[config.mk]
export PLATFORM = sky130hd
export DESIGN_NAME = client_message_field_parser_top
export DESIGN_NICKNAME = d
export VERILOG_FILES = /design/src/sv/cmfp_pkg.sv /design/src/sv/cmfp_cfg.sv /design/src/sv/cmfp_in_reg.sv /design/src/sv/cmfp_core.sv /design/src/sv/cmfp_out_reg.sv /design/src/sv/client_message_field_parser_top.sv
export SDC_FILE = /design/constraint.sdc
export NUM_CORES = 1
export LEC_CHECK = 0
export BUFFER_PORTS_ARGS = -buffer_cell sky130_fd_sc_hd__buf_2
export CORE_MARGIN = 1.5
export CORE_UTILIZATION = 40
export DETAILED_ROUTE_END_ITERATION = 10
export PLACE_DENSITY = 0.69
export SLEW_MARGIN = 20
export SYNTH_ARGS = -nofsm -noshare
export SYNTH_HDL_FRONTEND = slang
export SYNTH_SLANG_ARGS = --single-unit
[constraint.sdc]
create_clock -name i_clk -period 3.6 [get_ports i_clk]
set_input_delay 0 -clock i_clk [delete_from_list [all_inputs] [get_ports i_clk]]
set_output_delay 0 -clock i_clk [all_outputs]
set_load 0.01 [all_outputs]
[src/sv/cmfp_pkg.sv]
// Package with the types, constants and register codes of the client message field parser.
`timescale 1ns / 1ps

package cmfp_pkg;

    localparam logic [7:0]  VERSION_BYTE   = 8'h35;
    localparam logic [7:0]  SEPARATOR_BYTE = 8'h7C;
    localparam logic [7:0]  LINE_FEED      = 8'h0A;
    localparam logic [10:0] INDEX_LIMIT    = 11'd1024;

    localparam int CFG_INDEX_W = 8;
    localparam int CFG_DATA_W  = 11;

    localparam logic [CFG_INDEX_W-1:0] CFG_MSG_END     = 8'd0;
    localparam logic [CFG_INDEX_W-1:0] CFG_NL_STAND_IN = 8'd1;
    localparam logic [CFG_INDEX_W-1:0] CFG_MAX_USER    = 8'd2;
    localparam logic [CFG_INDEX_W-1:0] CFG_MAX_MSG     = 8'd3;

    typedef enum logic [1:0] {
        PH_VERSION = 2'd0,
        PH_USER    = 2'd1,
        PH_MSG     = 2'd2,
        PH_DONE    = 2'd3
    } t_phase;

    typedef enum logic [2:0] {
        ERR_NONE       = 3'd0,
        ERR_VERSION    = 3'd1,
        ERR_USER_LONG  = 3'd2,
        ERR_MSG_LONG   = 3'd3,
        ERR_AFTER_DONE = 3'd4
    } t_err;

    localparam logic [1:0] KIND_NONE = 2'd0;
    localparam logic [1:0] KIND_USER = 2'd1;
    localparam logic [1:0] KIND_MSG  = 2'd2;

    localparam logic [1:0] STAT_PARSING = 2'd0;
    localparam logic [1:0] STAT_DONE    = 2'd1;
    localparam logic [1:0] STAT_ERROR   = 2'd2;

    typedef struct packed {
        logic [7:0]  msg_end_byte;
        logic [7:0]  newline_stand_in;
        logic [7:0]  max_username_len;
        logic [10:0] max_message_len;
    } t_cfg;

    typedef struct packed {
        logic [7:0] data_byte;
        logic       first_byte;
    } t_item;

    typedef struct packed {
        logic [1:0] char_kind;
        logic [7:0] char_out;
        logic [9:0] char_index;
        logic [1:0] parse_status;
        logic [2:0] error_code;
    } t_result;

endpackage

[src/sv/cmfp_cfg.sv]
// Configuration registers of the client message field parser.
`timescale 1ns / 1ps

module cmfp_cfg (
    input  logic                             i_clk,
    input  logic                             i_rst_n,
    input  logic                             i_cfg_valid,
    input  logic [cmfp_pkg::CFG_INDEX_W-1:0] i_cfg_index,
    input  logic [cmfp_pkg::CFG_DATA_W-1:0]  i_cfg_data,
    output cmfp_pkg::t_cfg                   o_cfg
);
    import cmfp_pkg::*;

    t_cfg r_cfg;

    always_ff @(posedge i_clk) begin
        if (!i_rst_n) begin
            r_cfg.msg_end_byte     <= 8'd10;
            r_cfg.newline_stand_in <= 8'd126;
            r_cfg.max_username_len <= 8'd255;
            r_cfg.max_message_len  <= 11'd1024;
        end else if (i_cfg_valid) begin
            case (i_cfg_index)
                CFG_MSG_END:     r_cfg.msg_end_byte     <= i_cfg_data[7:0];
                CFG_NL_STAND_IN: r_cfg.newline_stand_in <= i_cfg_data[7:0];
                CFG_MAX_USER:    r_cfg.max_username_len <= i_cfg_data[7:0];
                CFG_MAX_MSG:     r_cfg.max_message_len  <= i_cfg_data;
                default: begin
                end
            endcase
        end
    end

    assign o_cfg = r_cfg;

endmodule

[src/sv/cmfp_in_reg.sv]
// Input register stage that holds one accepted byte until the parser takes it.
`timescale 1ns / 1ps

module cmfp_in_reg (
    input  logic            i_clk,
    input  logic            i_rst_n,
    input  logic            i_valid,
    output logic            o_ready,
    input  cmfp_pkg::t_item i_item,
    output logic            o_valid,
    input  logic            i_take,
    output cmfp_pkg::t_item o_item
);
    import cmfp_pkg::*;

    logic  r_valid;
    t_item r_item;

    // The stage refills in the same cycle that its byte moves on.
    assign o_ready = !r_valid || i_take;

    always_ff @(posedge i_clk) begin
        if (!i_rst_n) begin
            r_valid <= 1'b0;
        end else if (o_ready) begin
            r_valid <= i_valid;
        end
    end

    always_ff @(posedge i_clk) begin
        if (o_ready && i_valid) begin
            r_item <= i_item;
        end
    end

    assign o_valid = r_valid;
    assign o_item  = r_item;

endmodule

[src/sv/cmfp_core.sv]
// Parser state machine, field counters and per-byte result logic.
`timescale 1ns / 1ps

module cmfp_core (
    input  logic              i_clk,
    input  logic              i_rst_n,
    input  logic              i_go,
    input  cmfp_pkg::t_item   i_item,
    input  cmfp_pkg::t_cfg    i_cfg,
    output cmfp_pkg::t_result o_result
);
    import cmfp_pkg::*;

    t_phase      r_phase, n_phase;
    logic [7:0]  r_user_cnt, n_user_cnt;
    logic [10:0] r_msg_cnt, n_msg_cnt;
    t_err        r_err, n_err;

    t_phase      cur_phase;
    logic [7:0]  cur_user_cnt;
    logic [10:0] cur_msg_cnt;
    t_err        cur_err;
    logic [10:0] msg_limit;
    logic        user_full;
    logic        msg_full;

    // A first byte clears everything before it is checked as the version.
    always_comb begin
        cur_phase    = i_item.first_byte ? PH_VERSION : r_phase;
        cur_user_cnt = i_item.first_byte ? 8'd0 : r_user_cnt;
        cur_msg_cnt  = i_item.first_byte ? 11'd0 : r_msg_cnt;
        cur_err      = i_item.first_byte ? ERR_NONE : r_err;
    end

    assign msg_limit = (i_cfg.max_message_len > INDEX_LIMIT) ? INDEX_LIMIT
                                                             : i_cfg.max_message_len;
    assign user_full = cur_user_cnt >= i_cfg.max_username_len;
    assign msg_full  = cur_msg_cnt >= msg_limit;

    // Next phase.
    always_comb begin
        n_phase = cur_phase;
        if (cur_err == ERR_NONE) begin
            case (cur_phase)
                PH_VERSION: begin
                    if (i_item.data_byte == VERSION_BYTE) n_phase = PH_USER;
                end
                PH_USER: begin
                    if (i_item.data_byte == SEPARATOR_BYTE) n_phase = PH_MSG;
                end
                PH_MSG: begin
                    if (i_item.data_byte == i_cfg.msg_end_byte) n_phase = PH_DONE;
                end
                default: n_phase = cur_phase;
            endcase
        end
    end

    // Counters, held error and the result of this byte.
    always_comb begin
        n_user_cnt          = cur_user_cnt;
        n_msg_cnt           = cur_msg_cnt;
        n_err               = cur_err;
        o_result.char_kind  = KIND_NONE;
        o_result.char_out   = 8'd0;
        o_result.char_index = 10'd0;
        if (cur_err == ERR_NONE) begin
            case (cur_phase)
                PH_VERSION: begin
                    if (i_item.data_byte != VERSION_BYTE) n_err = ERR_VERSION;
                end
                PH_USER: begin
                    if (i_item.data_byte != SEPARATOR_BYTE) begin
                        if (user_full) begin
                            n_err = ERR_USER_LONG;
                        end else begin
                            o_result.char_kind  = KIND_USER;
                            o_result.char_out   = i_item.data_byte;
                            o_result.char_index = {2'b00, cur_user_cnt};
                            n_user_cnt          = cur_user_cnt + 8'd1;
                        end
                    end
                end
                PH_MSG: begin
                    if (i_item.data_byte != i_cfg.msg_end_byte) begin
                        if (msg_full) begin
                            n_err = ERR_MSG_LONG;
                        end else begin
                            o_result.char_kind  = KIND_MSG;
                            o_result.char_out   =
                                (i_item.data_byte == i_cfg.newline_stand_in) ? LINE_FEED
                                                                             : i_item.data_byte;
                            o_result.char_index = cur_msg_cnt[9:0];
                            n_msg_cnt           = cur_msg_cnt + 11'd1;
                        end
                    end
                end
                default: n_err = ERR_AFTER_DONE;
            endcase
        end
        if (n_err != ERR_NONE) begin
            o_result.parse_status = STAT_ERROR;
        end else if (n_phase == PH_DONE) begin
            o_result.parse_status = STAT_DONE;
        end else begin
            o_result.parse_status = STAT_PARSING;
        end
        o_result.error_code = n_err;
    end

    always_ff @(posedge i_clk) begin
        if (!i_rst_n) begin
            r_phase    <= PH_VERSION;
            r_user_cnt <= 8'd0;
            r_msg_cnt  <= 11'd0;
            r_err      <= ERR_NONE;
        end else if (i_go) begin
            r_phase    <= n_phase;
            r_user_cnt <= n_user_cnt;
            r_msg_cnt  <= n_msg_cnt;
            r_err      <= n_err;
        end
    end

endmodule

[src/sv/cmfp_out_reg.sv]
// Result register that holds one result until the receiver takes it.
`timescale 1ns / 1ps

module cmfp_out_reg (
    input  logic              i_clk,
    input  logic              i_rst_n,
    input  logic              i_valid,
    output logic              o_ready,
    input  cmfp_pkg::t_result i_result,
    output logic              o_valid,
    input  logic              i_ready,
    output cmfp_pkg::t_result o_result
);
    import cmfp_pkg::*;

    logic    r_valid;
    t_result r_result;

    assign o_ready = !r_valid || i_ready;

    always_ff @(posedge i_clk) begin
        if (!i_rst_n) begin
            r_valid <= 1'b0;
        end else if (o_ready) begin
            r_valid <= i_valid;
        end
    end

    always_ff @(posedge i_clk) begin
        if (o_ready && i_valid) begin
            r_result <= i_result;
        end
    end

    assign o_valid  = r_valid;
    assign o_result = r_result;

endmodule

[src/sv/client_message_field_parser_top.sv]
// Top level of the client message field parser.
//
// Input channel: i_in_valid / o_in_ready carry one stream byte (i_data_byte) and a
// restart flag (i_first_byte) per transfer. A byte with i_first_byte set clears the
// parser and is checked as the version byte.
// Output channel: o_out_valid / i_out_ready carry one result per input byte: the
// extracted character with its kind and field position, the parse status and the
// held error code.
// Configuration channel: i_cfg_valid / o_cfg_ready write register i_cfg_index with
// i_cfg_data (0 end token, 1 newline stand-in, 2 username limit, 3 message limit).
// Other indexes are ignored. The port is always ready.
// Path: a byte is held in the input register, the parser works on it combinationally
// and the result register captures its result. Throughput is one byte per cycle
// while the receiver does not stall; parser state updates between the two registers.
// Reset clears the parser to the version check, empties both registers and loads
// the register defaults. When the receiver stalls, the result register holds, then
// the input register fills, and o_in_ready falls; no transfer is lost.
`timescale 1ns / 1ps

module client_message_field_parser_top (
    input  logic                             i_clk,
    input  logic                             i_rst_n,
    input  logic                             i_in_valid,
    output logic                             o_in_ready,
    input  logic [7:0]                       i_data_byte,
    input  logic                             i_first_byte,
    output logic                             o_out_valid,
    input  logic                             i_out_ready,
    output logic [1:0]                       o_char_kind,
    output logic [7:0]                       o_char_out,
    output logic [9:0]                       o_char_index,
    output logic [1:0]                       o_parse_status,
    output logic [2:0]                       o_error_code,
    input  logic                             i_cfg_valid,
    output logic                             o_cfg_ready,
    input  logic [cmfp_pkg::CFG_INDEX_W-1:0] i_cfg_index,
    input  logic [cmfp_pkg::CFG_DATA_W-1:0]  i_cfg_data
);
    import cmfp_pkg::*;

    t_cfg    cfg;
    t_item   in_item;
    t_item   held_item;
    logic    held_valid;
    logic    out_slot_free;
    logic    go;
    t_result core_result;
    t_result out_result;

    assign o_cfg_ready = 1'b1;

    cmfp_cfg u_cfg (
        .i_clk       (i_clk),
        .i_rst_n     (i_rst_n),
        .i_cfg_valid (i_cfg_valid),
        .i_cfg_index (i_cfg_index),
        .i_cfg_data  (i_cfg_data),
        .o_cfg       (cfg)
    );

    assign in_item.data_byte  = i_data_byte;
    assign in_item.first_byte = i_first_byte;

    cmfp_in_reg u_in_reg (
        .i_clk   (i_clk),
        .i_rst_n (i_rst_n),
        .i_valid (i_in_valid),
        .o_ready (o_in_ready),
        .i_item  (in_item),
        .o_valid (held_valid),
        .i_take  (go),
        .o_item  (held_item)
    );

    // The parser advances exactly when a held byte can move into the result register.
    assign go = held_valid && out_slot_free;

    cmfp_core u_core (
        .i_clk    (i_clk),
        .i_rst_n  (i_rst_n),
        .i_go     (go),
        .i_item   (held_item),
        .i_cfg    (cfg),
        .o_result (core_result)
    );

    cmfp_out_reg u_out_reg (
        .i_clk    (i_clk),
        .i_rst_n  (i_rst_n),
        .i_valid  (held_valid),
        .o_ready  (out_slot_free),
        .i_result (core_result),
        .o_valid  (o_out_valid),
        .i_ready  (i_out_ready),
        .o_result (out_result)
    );

    assign o_char_kind    = out_result.char_kind;
    assign o_char_out     = out_result.char_out;
    assign o_char_index   = out_result.char_index;
    assign o_parse_status = out_result.parse_status;
    assign o_error_code   = out_result.error_code;

endmodule
==> parameters.txt, run 1 <==
Parameter                              Value

Die
  Area of the core    12100 µm²
  Row cnt    40
  Die W    115 µm
  Initial Utilization    41.3%
  Number of primary I/O pins    61
  Floorplan die area    13200 µm²
  Vertical extent of the die    115 µm

Place
  Inst Count DP    722
  Dpl hpwl    8.69 mm
  Cell Area, Placed    5430 µm²
  I/O Buffers    59
  Final weighted congestion in routability-driven placement    0.908

Outcome
  Run status    finished, final reports clean

Critical path
  Register-to-register setup slack    0.69 ns
  Kind of critical path    flip-flop to flip-flop
  Data required time of the worst path    3.78 ns
  Worst Setup End Kind    flip-flop
  Arrival time of the worst setup path    3.09 ns
  Max FO, Critical Path    28
  Critical Path Source Type    flip-flop

Run
  Number of max-cap violations    0

Timing
  Actual slew at the worst max-slew pin    0.899 ns
  Maximum clock rate    0.343 GHz
  Worst-case headroom to the max-slew limit    39.8%
  Worst clock skew on the final layout    0.00849 ns
  Endpoints failing setup    0
  Final TNS setup    0 ns
  Max Transition Viols Final    0
  Final cycle utilization of the critical path    81.0%
  Endpoints failing hold    0
  Clock period minus worst slack    2.91 ns
  Setup repair after global routing missed its margin    false

GRT
  Leftover overflow at the end of global routing    0
  Pin count of the biggest net entering global routing    34
  Combined global-route utilization of all metal layers    19.0%
  Number of antenna violations at the first check in global routing    0
  Number of global-route vias before repair    3857
  Wire length of the first global-routing pass    19.4 mm

Final layout
  Net count reported at finish    648
  Core Util, Final    49.5%
  Count of inserted antenna diode cells    0
  Final standard cell area without fillers    5990 µm²
  Fraction of final layout cells with drive strength greater than 1    17.2%
  Area growth from synthesis to layout    19.9%
  Non-filler cells, final    761

Clock network
  Worst-skew pair later-pin latency    0.35 ns
  Reg clk slew, reported paths    0.07 ns
  Number of clock sinks seen by CTS    95
  Number of buffers between clock root and the deepest sink    2
  Clock tree from TritonCTS    done
  Clock buffers created by TritonCTS    9
  H-tree level count    3
  CTS resizes    0
  Clock root cell    sky130_fd_sc_hd__clkbuf_16

Synthesis
  Netlist Area Pre-Place    5000 µm²
  Synth Register Bits    95
  Library cells used by synthesis    62
  Primary flip-flop cell chosen by synthesis mapping    sky130_fd_sc_hd__dfxtp_1
  Instance count of the mapped netlist    511
  Number of enable-type register cells in the synthesized netlist    34
  Mean area per synthesized cell    9.78 µm²
  Total nets after synthesis    571
  Number of synthesis warnings    0
  Share of the yosys chip area belonging to registers    44.9%
  Proportion of register bits with asynchronous set or reset after synthesis    0%

Routing
  Wire per inst    15.8 µm
  First DRT Iteration DRCs    236
  DRC viols    0
  Via total after detailed routing    4027
  Ratio of routed vias to standard cells    5.29
  Total wire length after detailed routing    12.0 mm
  Number of iterations in the first detailed-routing pass    7
  Post-route ant nets    0

Pwr
  Static leakage    2.49 nW
  Peak VDD IR    0.000195 V
  Total power per unit cell area    389 nW/µm²

Hold path
  Hold Path Class    primary input to flip-flop
==> final cells by class <==
| type | count | area, µm² |
|---|---|---|
| Sequential cell | 95 | 2240 |
| Clock buffer | 10 | 250 |
| Inverter | 21 | 80.1 |
| Timing Repair Buffer | 88 | 571 |
| Fill cell | 1122 | 6120 |
| Clock inverter | 6 | 81.3 |
| Tap cell | 168 | 210 |
| Multi-Input combinational cell | 373 | 2560 |
==> power by group <==
group	total (mW)	switching (mW)	internal, mW
clock network	1.05	0.448	0.599
logic	0.140	0.0831	0.0572
registers	1.15	0.0145	1.13
==> through the flow <==
| stage | power, mW | hold WS (ns) | setup slack [ns] |
|---|---|---|---|
| after floorplan | 1.23 | 0.0989 | 0.810 |
| after global placement | 1.29 | 0.178 | 0.880 |
| after detailed placement | 1.29 | 0.179 | 0.718 |
| after CTS | 2.35 | 0.124 | 0.705 |
| after global routing | 2.40 | 0.162 | 0.461 |
| final | 2.33 | 0.131 | 0.686 |
==> per-layer routing <==
layer | vias up | share of wire, % | global-route usage [%]
met5 | - | 0 | 0
met4 | 0 | 1.8 | 7.33
met3 | 22 | 5.4 | 3.22
met2 | 131 | 47 | 31.9
met1 | 1909 | 46 | 24.6
li1 | 1965 | - | -
==> worst paths after layout <==
| check | startpoint | to | cells past startpoint |
|---|---|---|---|
| max | u_in_reg.o_item[0] | u_out_reg.o_result[20] | 9 |
| min | i_cfg_index[1] | u_cfg.o_cfg[28] | 4 |
| max reg2reg | u_in_reg.o_item[0] | u_out_reg.o_result[20] | 9 |
| min reg2reg | u_core.r_msg_cnt[1] | u_core.r_msg_cnt[1] | 2 |
==> sequential cells by signal (all words and copies together) (netlist names) <==
| name | flops |
|---|---|
| u_core.r_user_cnt | 8 |
| u_in_reg.o_valid | 1 |
| u_core.r_err | 3 |
| u_cfg.o_cfg | 35 |
| u_in_reg.o_item | 9 |
| u_core.r_msg_cnt | 11 |
| u_out_reg.o_valid | 1 |
| u_core.r_phase | 2 |
| u_out_reg.o_result | 25 |
==> repair_timing <==
item | in CTS | in global routing
buffers inserted | 0 | 0
endpoints found under the hold margin | 41 | 0
hold buffers | 23 | 0
==> cells in the final DEF (no fill, tap or decap), types with 3 or more instances in the layout <==
cell type and instances:
sky130_fd_sc_hd__nor2_1 48, sky130_fd_sc_hd__nand2b_1 4, sky130_fd_sc_hd__a22oi_1 9, sky130_fd_sc_hd__mux2i_1 39, sky130_fd_sc_hd__dfxtp_1 61, sky130_fd_sc_hd__clkbuf_16 10
sky130_fd_sc_hd__inv_1 18, sky130_fd_sc_hd__inv_8 3, sky130_fd_sc_hd__nand4_1 11, sky130_fd_sc_hd__nor3_1 4, sky130_fd_sc_hd__ha_1 27, sky130_fd_sc_hd__and4_1 3
sky130_fd_sc_hd__xor2_1 8, sky130_fd_sc_hd__nor3b_1 8, sky130_fd_sc_hd__a31oi_1 4, sky130_fd_sc_hd__buf_2 59, sky130_fd_sc_hd__nand2_1 70, sky130_fd_sc_hd__nor2b_1 21
sky130_fd_sc_hd__edfxtp_1 34, sky130_fd_sc_hd__buf_4 6, sky130_fd_sc_hd__or2_2 3, sky130_fd_sc_hd__a21o_1 4, sky130_fd_sc_hd__nand3_1 20, sky130_fd_sc_hd__a21oi_1 18
sky130_fd_sc_hd__a211oi_1 4, sky130_fd_sc_hd__nor4_4 3, sky130_fd_sc_hd__o21ai_0 11, sky130_fd_sc_hd__xnor2_1 12, sky130_fd_sc_hd__dlygate4sd3_1 23
==> cells by family (layout without fill, tap and decap cells) <==
kind of cell    Yosys count  count (layout)  share of synthesized area [%]
xor+xnor                 20              20                           3.51
other cells               1               1                         0.0751
mux                      39              39                           7.81
simple gates            215             215                           23.1
fa+ha+maj                27              27                           6.76
compound gates           71              71                           9.94
flops                    95              95                           44.9
buf+inv                  43             125                           3.96
==> synthesized netlist by cell type, types with 3 or more instances <==
cell type	instances	area, µm²
sky130_fd_sc_hd__nand2_1	70	263
sky130_fd_sc_hd__dfxtp_1	61	1220
sky130_fd_sc_hd__nor2_1	48	180
sky130_fd_sc_hd__mux2i_1	39	390
sky130_fd_sc_hd__edfxtp_1	34	1020
sky130_fd_sc_hd__ha_1	27	338
sky130_fd_sc_hd__nor2b_1	21	131
sky130_fd_sc_hd__nand3_1	20	100
sky130_fd_sc_hd__a21oi_1	18	90.1
sky130_fd_sc_hd__inv_1	18	67.6
sky130_fd_sc_hd__xnor2_1	12	105
sky130_fd_sc_hd__nand4_1	11	68.8
sky130_fd_sc_hd__o21ai_0	11	55.1
sky130_fd_sc_hd__clkbuf_1	10	37.5
sky130_fd_sc_hd__a22oi_1	9	67.6
sky130_fd_sc_hd__nor3b_1	8	60.1
sky130_fd_sc_hd__xor2_1	8	70.1
sky130_fd_sc_hd__buf_2	7	35.0
sky130_fd_sc_hd__a211oi_1	4	30.0
sky130_fd_sc_hd__a21o_1	4	30.0
sky130_fd_sc_hd__a31oi_1	4	25.0
sky130_fd_sc_hd__nand2b_1	4	25.0
sky130_fd_sc_hd__nor3_1	4	20.0
sky130_fd_sc_hd__and4_1	3	26.3
sky130_fd_sc_hd__buf_4	3	22.5
sky130_fd_sc_hd__nor4_4	3	63.8
sky130_fd_sc_hd__or2_2	3	18.8
==> worst max-delay path: stages, from the launching register on <==
cell	delay, ns
sky130_fd_sc_hd__edfxtp_1	0.38
sky130_fd_sc_hd__buf_4	0.24
sky130_fd_sc_hd__nor2b_1	0.24
sky130_fd_sc_hd__ha_1	0.31
sky130_fd_sc_hd__a21oi_1	0.15
sky130_fd_sc_hd__nand2_1	0.06
sky130_fd_sc_hd__a211o_1	0.37
sky130_fd_sc_hd__nor3_4	0.58
sky130_fd_sc_hd__a21oi_2	0.16
sky130_fd_sc_hd__nor3b_1	0.25
No activity file was read; power rests on OpenSTA's default activity.
==> run 2, diff against run 1 <==
==> constraint.sdc (replaced) <==
create_clock -name i_clk -period 2.8 [get_ports i_clk]
set_input_delay 0 -clock i_clk [delete_from_list [all_inputs] [get_ports i_clk]]
set_output_delay 0 -clock i_clk [all_outputs]
set_load 0.01 [all_outputs]
==> parameters.txt, run 2 (synthesized netlist as in run 1, its figures left out) <==
Parameter                              Value

Outcome
  Run status    finished, final reports clean (unchanged)

GRT
  Leftover overflow at the end of global routing    0 (unchanged)
  Number of global-route vias before repair    3959 (was 3857)
  Combined global-route utilization of all metal layers    19.3% (was 19.0%)
  Number of antenna violations at the first check in global routing    0 (unchanged)
  Pin count of the biggest net entering global routing    34 (unchanged)
  Wire length of the first global-routing pass    19.7 mm (was 19.4 mm)

Clock network
  Clock tree from TritonCTS    done (unchanged)
  Number of clock sinks seen by CTS    95 (unchanged)
  H-tree level count    3 (unchanged)
  Reg clk slew, reported paths    0.07 ns (about the same)
  Clock root cell    sky130_fd_sc_hd__clkbuf_16 (unchanged)
  Worst-skew pair later-pin latency    0.35 ns (about the same)
  Number of buffers between clock root and the deepest sink    2 (unchanged)
  Clock buffers created by TritonCTS    9 (unchanged)

Die
  Vertical extent of the die    115 µm (unchanged)
  Die W    115 µm (unchanged)
  Area of the core    12100 µm² (unchanged)
  Row cnt    40 (unchanged)
  Number of primary I/O pins    61 (unchanged)
  Initial Utilization    41.3% (unchanged)
  Floorplan die area    13200 µm² (unchanged)

Routing
  First DRT Iteration DRCs    205 (was 236)
  Total wire length after detailed routing    12.2 mm (was 12.0 mm)
  DRC viols    0 (unchanged)
  Post-route ant nets    0 (unchanged)
  Wire per inst    15.6 µm (was 15.8 µm)
  Number of iterations in the first detailed-routing pass    5 (was 7)
  Ratio of routed vias to standard cells    5.24 (was 5.29)
  Via total after detailed routing    4099 (was 4027)

Hold path
  Hold Path Class    primary input to flip-flop (unchanged)

Final layout
  Area growth from synthesis to layout    22.9% (was 19.9%)
  Fill cells    1132 (was 1122)
  Flip-flop count of the largest register, all copies and words added    35 (unchanged)
  Fraction of final layout cells with drive strength greater than 1    20.4% (was 17.2%)
  Count of inserted antenna diode cells    0 (unchanged)
  Core Util, Final    50.7% (was 49.5%)
  Most common cell after layout, fill and taps aside    sky130_fd_sc_hd__nand2_1 (unchanged)
  Net count reported at finish    669 (was 648)
  Commonest cells after routing, fill and taps aside    sky130_fd_sc_hd__nand2_1, sky130_fd_sc_hd__dfxtp_1, sky130_fd_sc_hd__buf_2 (unchanged)

Critical path
  Standard cell with the maximum stage delay on the critical path    sky130_fd_sc_hd__edfxtp_1 (was sky130_fd_sc_hd__nor3_4)
  Critical path cell sequence    buf_12, nor2b_1, ha_1, a21oi_1, o21ai_0, a221oi_4, buf_4, o22ai_1, or2_2 (was buf_4, nor2b_1, ha_1, a21oi_1, nand2_1, a211o_1, nor3_4, a21oi_2, nor3b_1)
  Worst Setup End Kind    flip-flop (unchanged)
  Kind of critical path    flip-flop to flip-flop (unchanged)
  Arrival time of the worst setup path    2.76 ns (was 3.09 ns)
  Critical Path Source Type    flip-flop (unchanged)
  Number of buffers and inverters on the critical path    2 (was 1)
  Maximum cell stage delay along the critical path    0.41 ns (was 0.58 ns)
  Max FO, Critical Path    28 (unchanged)
  Gate family responsible for the most delay along the worst path    compound AO/OA/AOI/OAI gates (was simple AND/OR/NAND/NOR gates)
  Data required time of the worst path    2.90 ns (was 3.78 ns)

Pwr
  Total internal power    2.24 mW (was 1.79 mW)
  Clk network pwr share    43.6% (was 44.9%)
  Switching power    692 µW (was 546 µW)
  Switching share of power    23.6% (was 23.4%)
  Total power per unit cell area    478 nW/µm² (was 389 nW/µm²)
  Register share of total power    50.2% (was 49.1%)
  Peak VDD IR    0.000289 V (was 0.000195 V)
  Static leakage    2.59 nW (was 2.49 nW)
  Combinational group share of total power    6.2% (was 6.0%)

Timing
  Worst-case headroom to the max-slew limit    53.6% (was 39.8%)
  Final TNS setup    0 ns (unchanged)
  Fin Hold WS    0.118 ns (was 0.131 ns)
  Endpoints failing setup    0 (unchanged)
  Clock period minus worst slack    2.66 ns (was 2.91 ns)
  Worst clock skew on the final layout    0.00574 ns (was 0.00849 ns)
  Maximum clock rate    0.376 GHz (was 0.343 GHz)
  Endpoints failing hold    0 (unchanged)
  Final cycle utilization of the critical path    95.0% (was 81.0%)
  Actual slew at the worst max-slew pin    0.695 ns (was 0.899 ns)
  Setup repair after global routing missed its margin    false (unchanged)
  Max Transition Viols Final    0 (unchanged)

Place
  I/O Buffers    59 (unchanged)
  Final weighted congestion in routability-driven placement    0.997 (was 0.908)
  Dpl hpwl    9.00 mm (was 8.69 mm)

Run
  Number of max-cap violations    0 (unchanged)
run 2: final cells by class:
type	count	area (µm²)	share of cell area [%]
Multi-Input combinational cell	373	2560	41.7
Timing Repair Buffer	109	738	12.0
Clock buffer	9	225	3.67
Sequential cell	95	2240	36.5
Tap cell	168	210	3.42
Inverter	21	80.1	1.30
Clock inverter	7	85.1	1.39
run 2: final timing paths:
check | from | to | slack (ns) | cells past startpoint
worst min register to register | u_core.r_msg_cnt[1] | u_core.r_msg_cnt[1] | 0.46 | 2
worst max-delay path | u_in_reg.o_item[0] | u_out_reg.o_result[4] | 0.14 | 9
worst min-delay path | i_rst_n | u_cfg.o_cfg[28] | 0.12 | 3
worst max register to register | u_in_reg.o_item[0] | u_out_reg.o_result[4] | 0.14 | 9
run 2: layer usage:
layer / part of all wire [%] / vias to the layer above / global-route usage [%] / wire length (µm)
li1: - / 2006 / - / -
met1: 46 / 1947 / 25.2 / 5580
met2: 47 / 119 / 31.5 / 5700
met3: 4.4 / 27 / 3.00 / 542
met4: 2.9 / 0 / 9.47 / 359
met5: 0 / - / 0 / 0
run 2: per-stage QoR:
step                instance area, µm²  power [mW]  worst slack [ns]  std cells
floorplan                         5000        1.58            0.0101        511
global placement                  5570        1.66             0.185        739
detailed placement                5570        1.66             0.110        739
CTS                               6100        2.95            0.0509        777
global route                      6140        3.03            0.0103        782
finish                            6140        2.94             0.139        782
run 2: worst reg2reg max path, cell delays in order, from the launching register on:
cell	delay (ns)
sky130_fd_sc_hd__edfxtp_1	0.41
sky130_fd_sc_hd__buf_12	0.18
sky130_fd_sc_hd__nor2b_1	0.18
sky130_fd_sc_hd__ha_1	0.28
sky130_fd_sc_hd__a21oi_1	0.14
sky130_fd_sc_hd__o21ai_0	0.17
sky130_fd_sc_hd__a221oi_4	0.41
sky130_fd_sc_hd__buf_4	0.18
sky130_fd_sc_hd__o22ai_1	0.14
sky130_fd_sc_hd__or2_2	0.32
run 2: timing repair:
| item | 4_1_cts | 5_1_grt |
|---|---|---|
| endpoints found under the setup margin | 0 | 13 |
| hold buffers | 22 | 0 |
| resized for setup | 0 | 1 |
| buffers inserted | 0 | 5 |
| hold endpoints to repair | 44 | 0 |
run 2: power groups by stage:
stage / clock network [mW] / registers [mW] / logic [mW]
2_1_floorplan: 0 / 1.51 / 0.0742
3_3_place_gp: 0 / 1.50 / 0.156
3_5_place_dp: 0 / 1.50 / 0.159
4_1_cts: 1.30 / 1.47 / 0.183
5_1_grt: 1.36 / 1.47 / 0.199
6_report: 1.28 / 1.47 / 0.183
==> run 3, diff against run 2 <==
--- a/config.mk
+++ b/config.mk
@@ -9,7 +9,7 @@
 export CORE_MARGIN = 1.5
 export CORE_UTILIZATION = 40
 export DETAILED_ROUTE_END_ITERATION = 10
-export PLACE_DENSITY = 0.69
+export PLACE_DENSITY = 0.65
 export SLEW_MARGIN = 20
 export SYNTH_ARGS = -nofsm -noshare
 export SYNTH_HDL_FRONTEND = slang
==> parameters.txt, run 3 (synthesized netlist as in run 1, its figures left out) <==
Parameter                              Value

Final layout
  Flip-flop count of the largest register, all copies and words added    35 (unchanged)
  Count of inserted antenna diode cells    0 (unchanged)
  Net count reported at finish    661 (was 669)
  Final standard cell area without fillers    6080 µm² (was 6140 µm²)
  Commonest cells after routing, fill and taps aside    sky130_fd_sc_hd__nand2_1, sky130_fd_sc_hd__dfxtp_1, sky130_fd_sc_hd__buf_2 (unchanged)
  Area growth from synthesis to layout    21.7% (was 22.9%)
  Fraction of final layout cells with drive strength greater than 1    19.3% (was 20.4%)
  Most common cell after layout, fill and taps aside    sky130_fd_sc_hd__nand2_1 (unchanged)

Die
  Number of primary I/O pins    61 (unchanged)
  Floorplan die area    13200 µm² (unchanged)
  Row cnt    40 (unchanged)
  Initial Utilization    41.3% (unchanged)
  Area of the core    12100 µm² (unchanged)
  Die W    115 µm (unchanged)
  Vertical extent of the die    115 µm (unchanged)

Routing
  Ratio of routed vias to standard cells    5.20 (was 5.24)
  Number of iterations in the first detailed-routing pass    5 (unchanged)
  Wire per inst    15.6 µm (about the same)
  DRC viols    0 (unchanged)
  Total wire length after detailed routing    12.1 mm (was 12.2 mm)
  Post-route ant nets    0 (unchanged)
  First DRT Iteration DRCs    213 (was 205)
  Via total after detailed routing    4024 (was 4099)

Critical path
  Kind of critical path    flip-flop to flip-flop (unchanged)
  Max FO, Critical Path    28 (unchanged)
  Worst Setup End Kind    flip-flop (unchanged)
  Maximum cell stage delay along the critical path    0.42 ns (was 0.41 ns)
  Number of buffers and inverters on the critical path    3 (was 2)
  Standard cell with the maximum stage delay on the critical path    sky130_fd_sc_hd__edfxtp_1 (unchanged)
  Critical Path Source Type    flip-flop (unchanged)
  Data required time of the worst path    2.90 ns (about the same)
  Critical path cell sequence    buf_12, inv_1, nand2_1, ha_1, nor2b_1, o21ai_0, a221oi_4, buf_4, o22ai_1, or2_2 (was buf_12, nor2b_1, ha_1, a21oi_1, o21ai_0, a221oi_4, buf_4, o22ai_1, or2_2)
  Gate family responsible for the most delay along the worst path    compound AO/OA/AOI/OAI gates (unchanged)
  Arrival time of the worst setup path    2.78 ns (was 2.76 ns)

Clock network
  H-tree level count    3 (unchanged)
  Clock tree from TritonCTS    done (unchanged)
  Clock buffers created by TritonCTS    9 (unchanged)
  Number of buffers between clock root and the deepest sink    2 (unchanged)
  Reg clk slew, reported paths    0.07 ns (about the same)
  Worst-skew pair later-pin latency    0.35 ns (about the same)
  Number of clock sinks seen by CTS    95 (unchanged)
  Clock root cell    sky130_fd_sc_hd__clkbuf_16 (unchanged)

Run
  Number of max-cap violations    0 (unchanged)

GRT
  Combined global-route utilization of all metal layers    19.4% (was 19.3%)
  Number of antenna violations at the first check in global routing    0 (unchanged)
  Wire length of the first global-routing pass    19.7 mm (about the same)
  Pin count of the biggest net entering global routing    36 (was 34)
  Number of global-route vias before repair    3941 (was 3959)
  Leftover overflow at the end of global routing    0 (unchanged)

Timing
  Worst clock skew on the final layout    0.00900 ns (was 0.00574 ns)
  Clock period minus worst slack    2.69 ns (was 2.66 ns)
  Final cycle utilization of the critical path    95.9% (was 95.0%)
  Worst-case headroom to the max-slew limit    46.9% (was 53.6%)
  Max Transition Viols Final    0 (unchanged)
  Maximum clock rate    0.372 GHz (was 0.376 GHz)
  Actual slew at the worst max-slew pin    0.795 ns (was 0.695 ns)
  Endpoints failing hold    0 (unchanged)
  Endpoints failing setup    0 (unchanged)
  Final Worst Setup Slack    0.115 ns (was 0.139 ns)
  Fin Hold WS    0.136 ns (was 0.118 ns)

Pwr
  Total power per unit cell area    474 nW/µm² (was 478 nW/µm²)
  Peak VDD IR    0.000300 V (was 0.000289 V)
  Static leakage    2.56 nW (was 2.59 nW)

Place
  Dpl hpwl    8.88 mm (was 9.00 mm)
  Final weighted congestion in routability-driven placement    0.952 (was 0.997)
  I/O Buffers    59 (unchanged)
  Cell Area, Placed    5540 µm² (was 5570 µm²)
  Pre-CTS setup slack    0.116 ns (was 0.110 ns)

Hold path
  Hold Path Class    primary input to flip-flop (unchanged)

Outcome
  Run status    finished, final reports clean (unchanged)
[run 3: cell types whose count changed in the layout (fill, tap and decap cells not counted), sizes merged]
cell | before | now
bufinv | 1 | 0
buf | 87 | 79
clkbuf | 9 | 10
clkinv | 5 | 4
clkinvlp | 0 | 1
[run 3: per-layer routing]
metal	GRT usage, %	up-vias	routed length [µm]
met5	0	-	0
met4	7.33	0	269
met3	4.22	17	570
met2	32.1	117	5720
met1	25.0	1908	5550
li1	-	1982	-
[run 3: stage by stage]
stage           TNS, ns  power [mW]  std cells  utilization [%]
3_5_place_dp          0        1.67        735             45.7
2_1_floorplan         0        1.58        511                -
6_report              0        2.88        774             50.2
3_3_place_gp          0        1.66        735             45.7
5_1_grt        -0.00296        2.97        774             50.2
4_1_cts               0        2.90        773             50.0
[run 3: path summary, 6_finish.rpt]
check / slack, ns / start / depth (start not counted) / endpoint
max: 0.11 / u_in_reg.o_item[0] / 10 / u_out_reg.o_result[4]
min reg2reg: 0.48 / u_cfg.o_cfg[16] / 2 / u_cfg.o_cfg[16]
max reg2reg: 0.11 / u_in_reg.o_item[0] / 10 / u_out_reg.o_result[4]
min: 0.14 / i_rst_n / 2 / u_cfg.o_cfg[20]
[run 3: repair_timing]
item | in CTS | in global routing
buffers inserted | 0 | 1
hold endpoints to repair | 41 | 0
hold buffers | 22 | 0
setup endpoints to repair | 0 | 6
resized for setup | 0 | 3
[run 3: area by class of cell]
| class | instances | area (µm²) |
|---|---|---|
| Clock buffer | 10 | 250 |
| Clock inverter | 6 | 47.5 |
| Fill cell | 1122 | 6030 |
| Inverter | 21 | 80.1 |
| Multi-Input combinational cell | 373 | 2570 |
| Sequential cell | 95 | 2240 |
| Tap cell | 168 | 210 |
| Timing Repair Buffer | 101 | 682 |
[run 3: power by group]
| group | internal (mW) | total, mW | switching [mW] |
|---|---|---|---|
| sequential | 1.45 | 1.47 | 0.0193 |
| combinational | 0.0776 | 0.184 | 0.106 |
| clock | 0.668 | 1.22 | 0.557 |
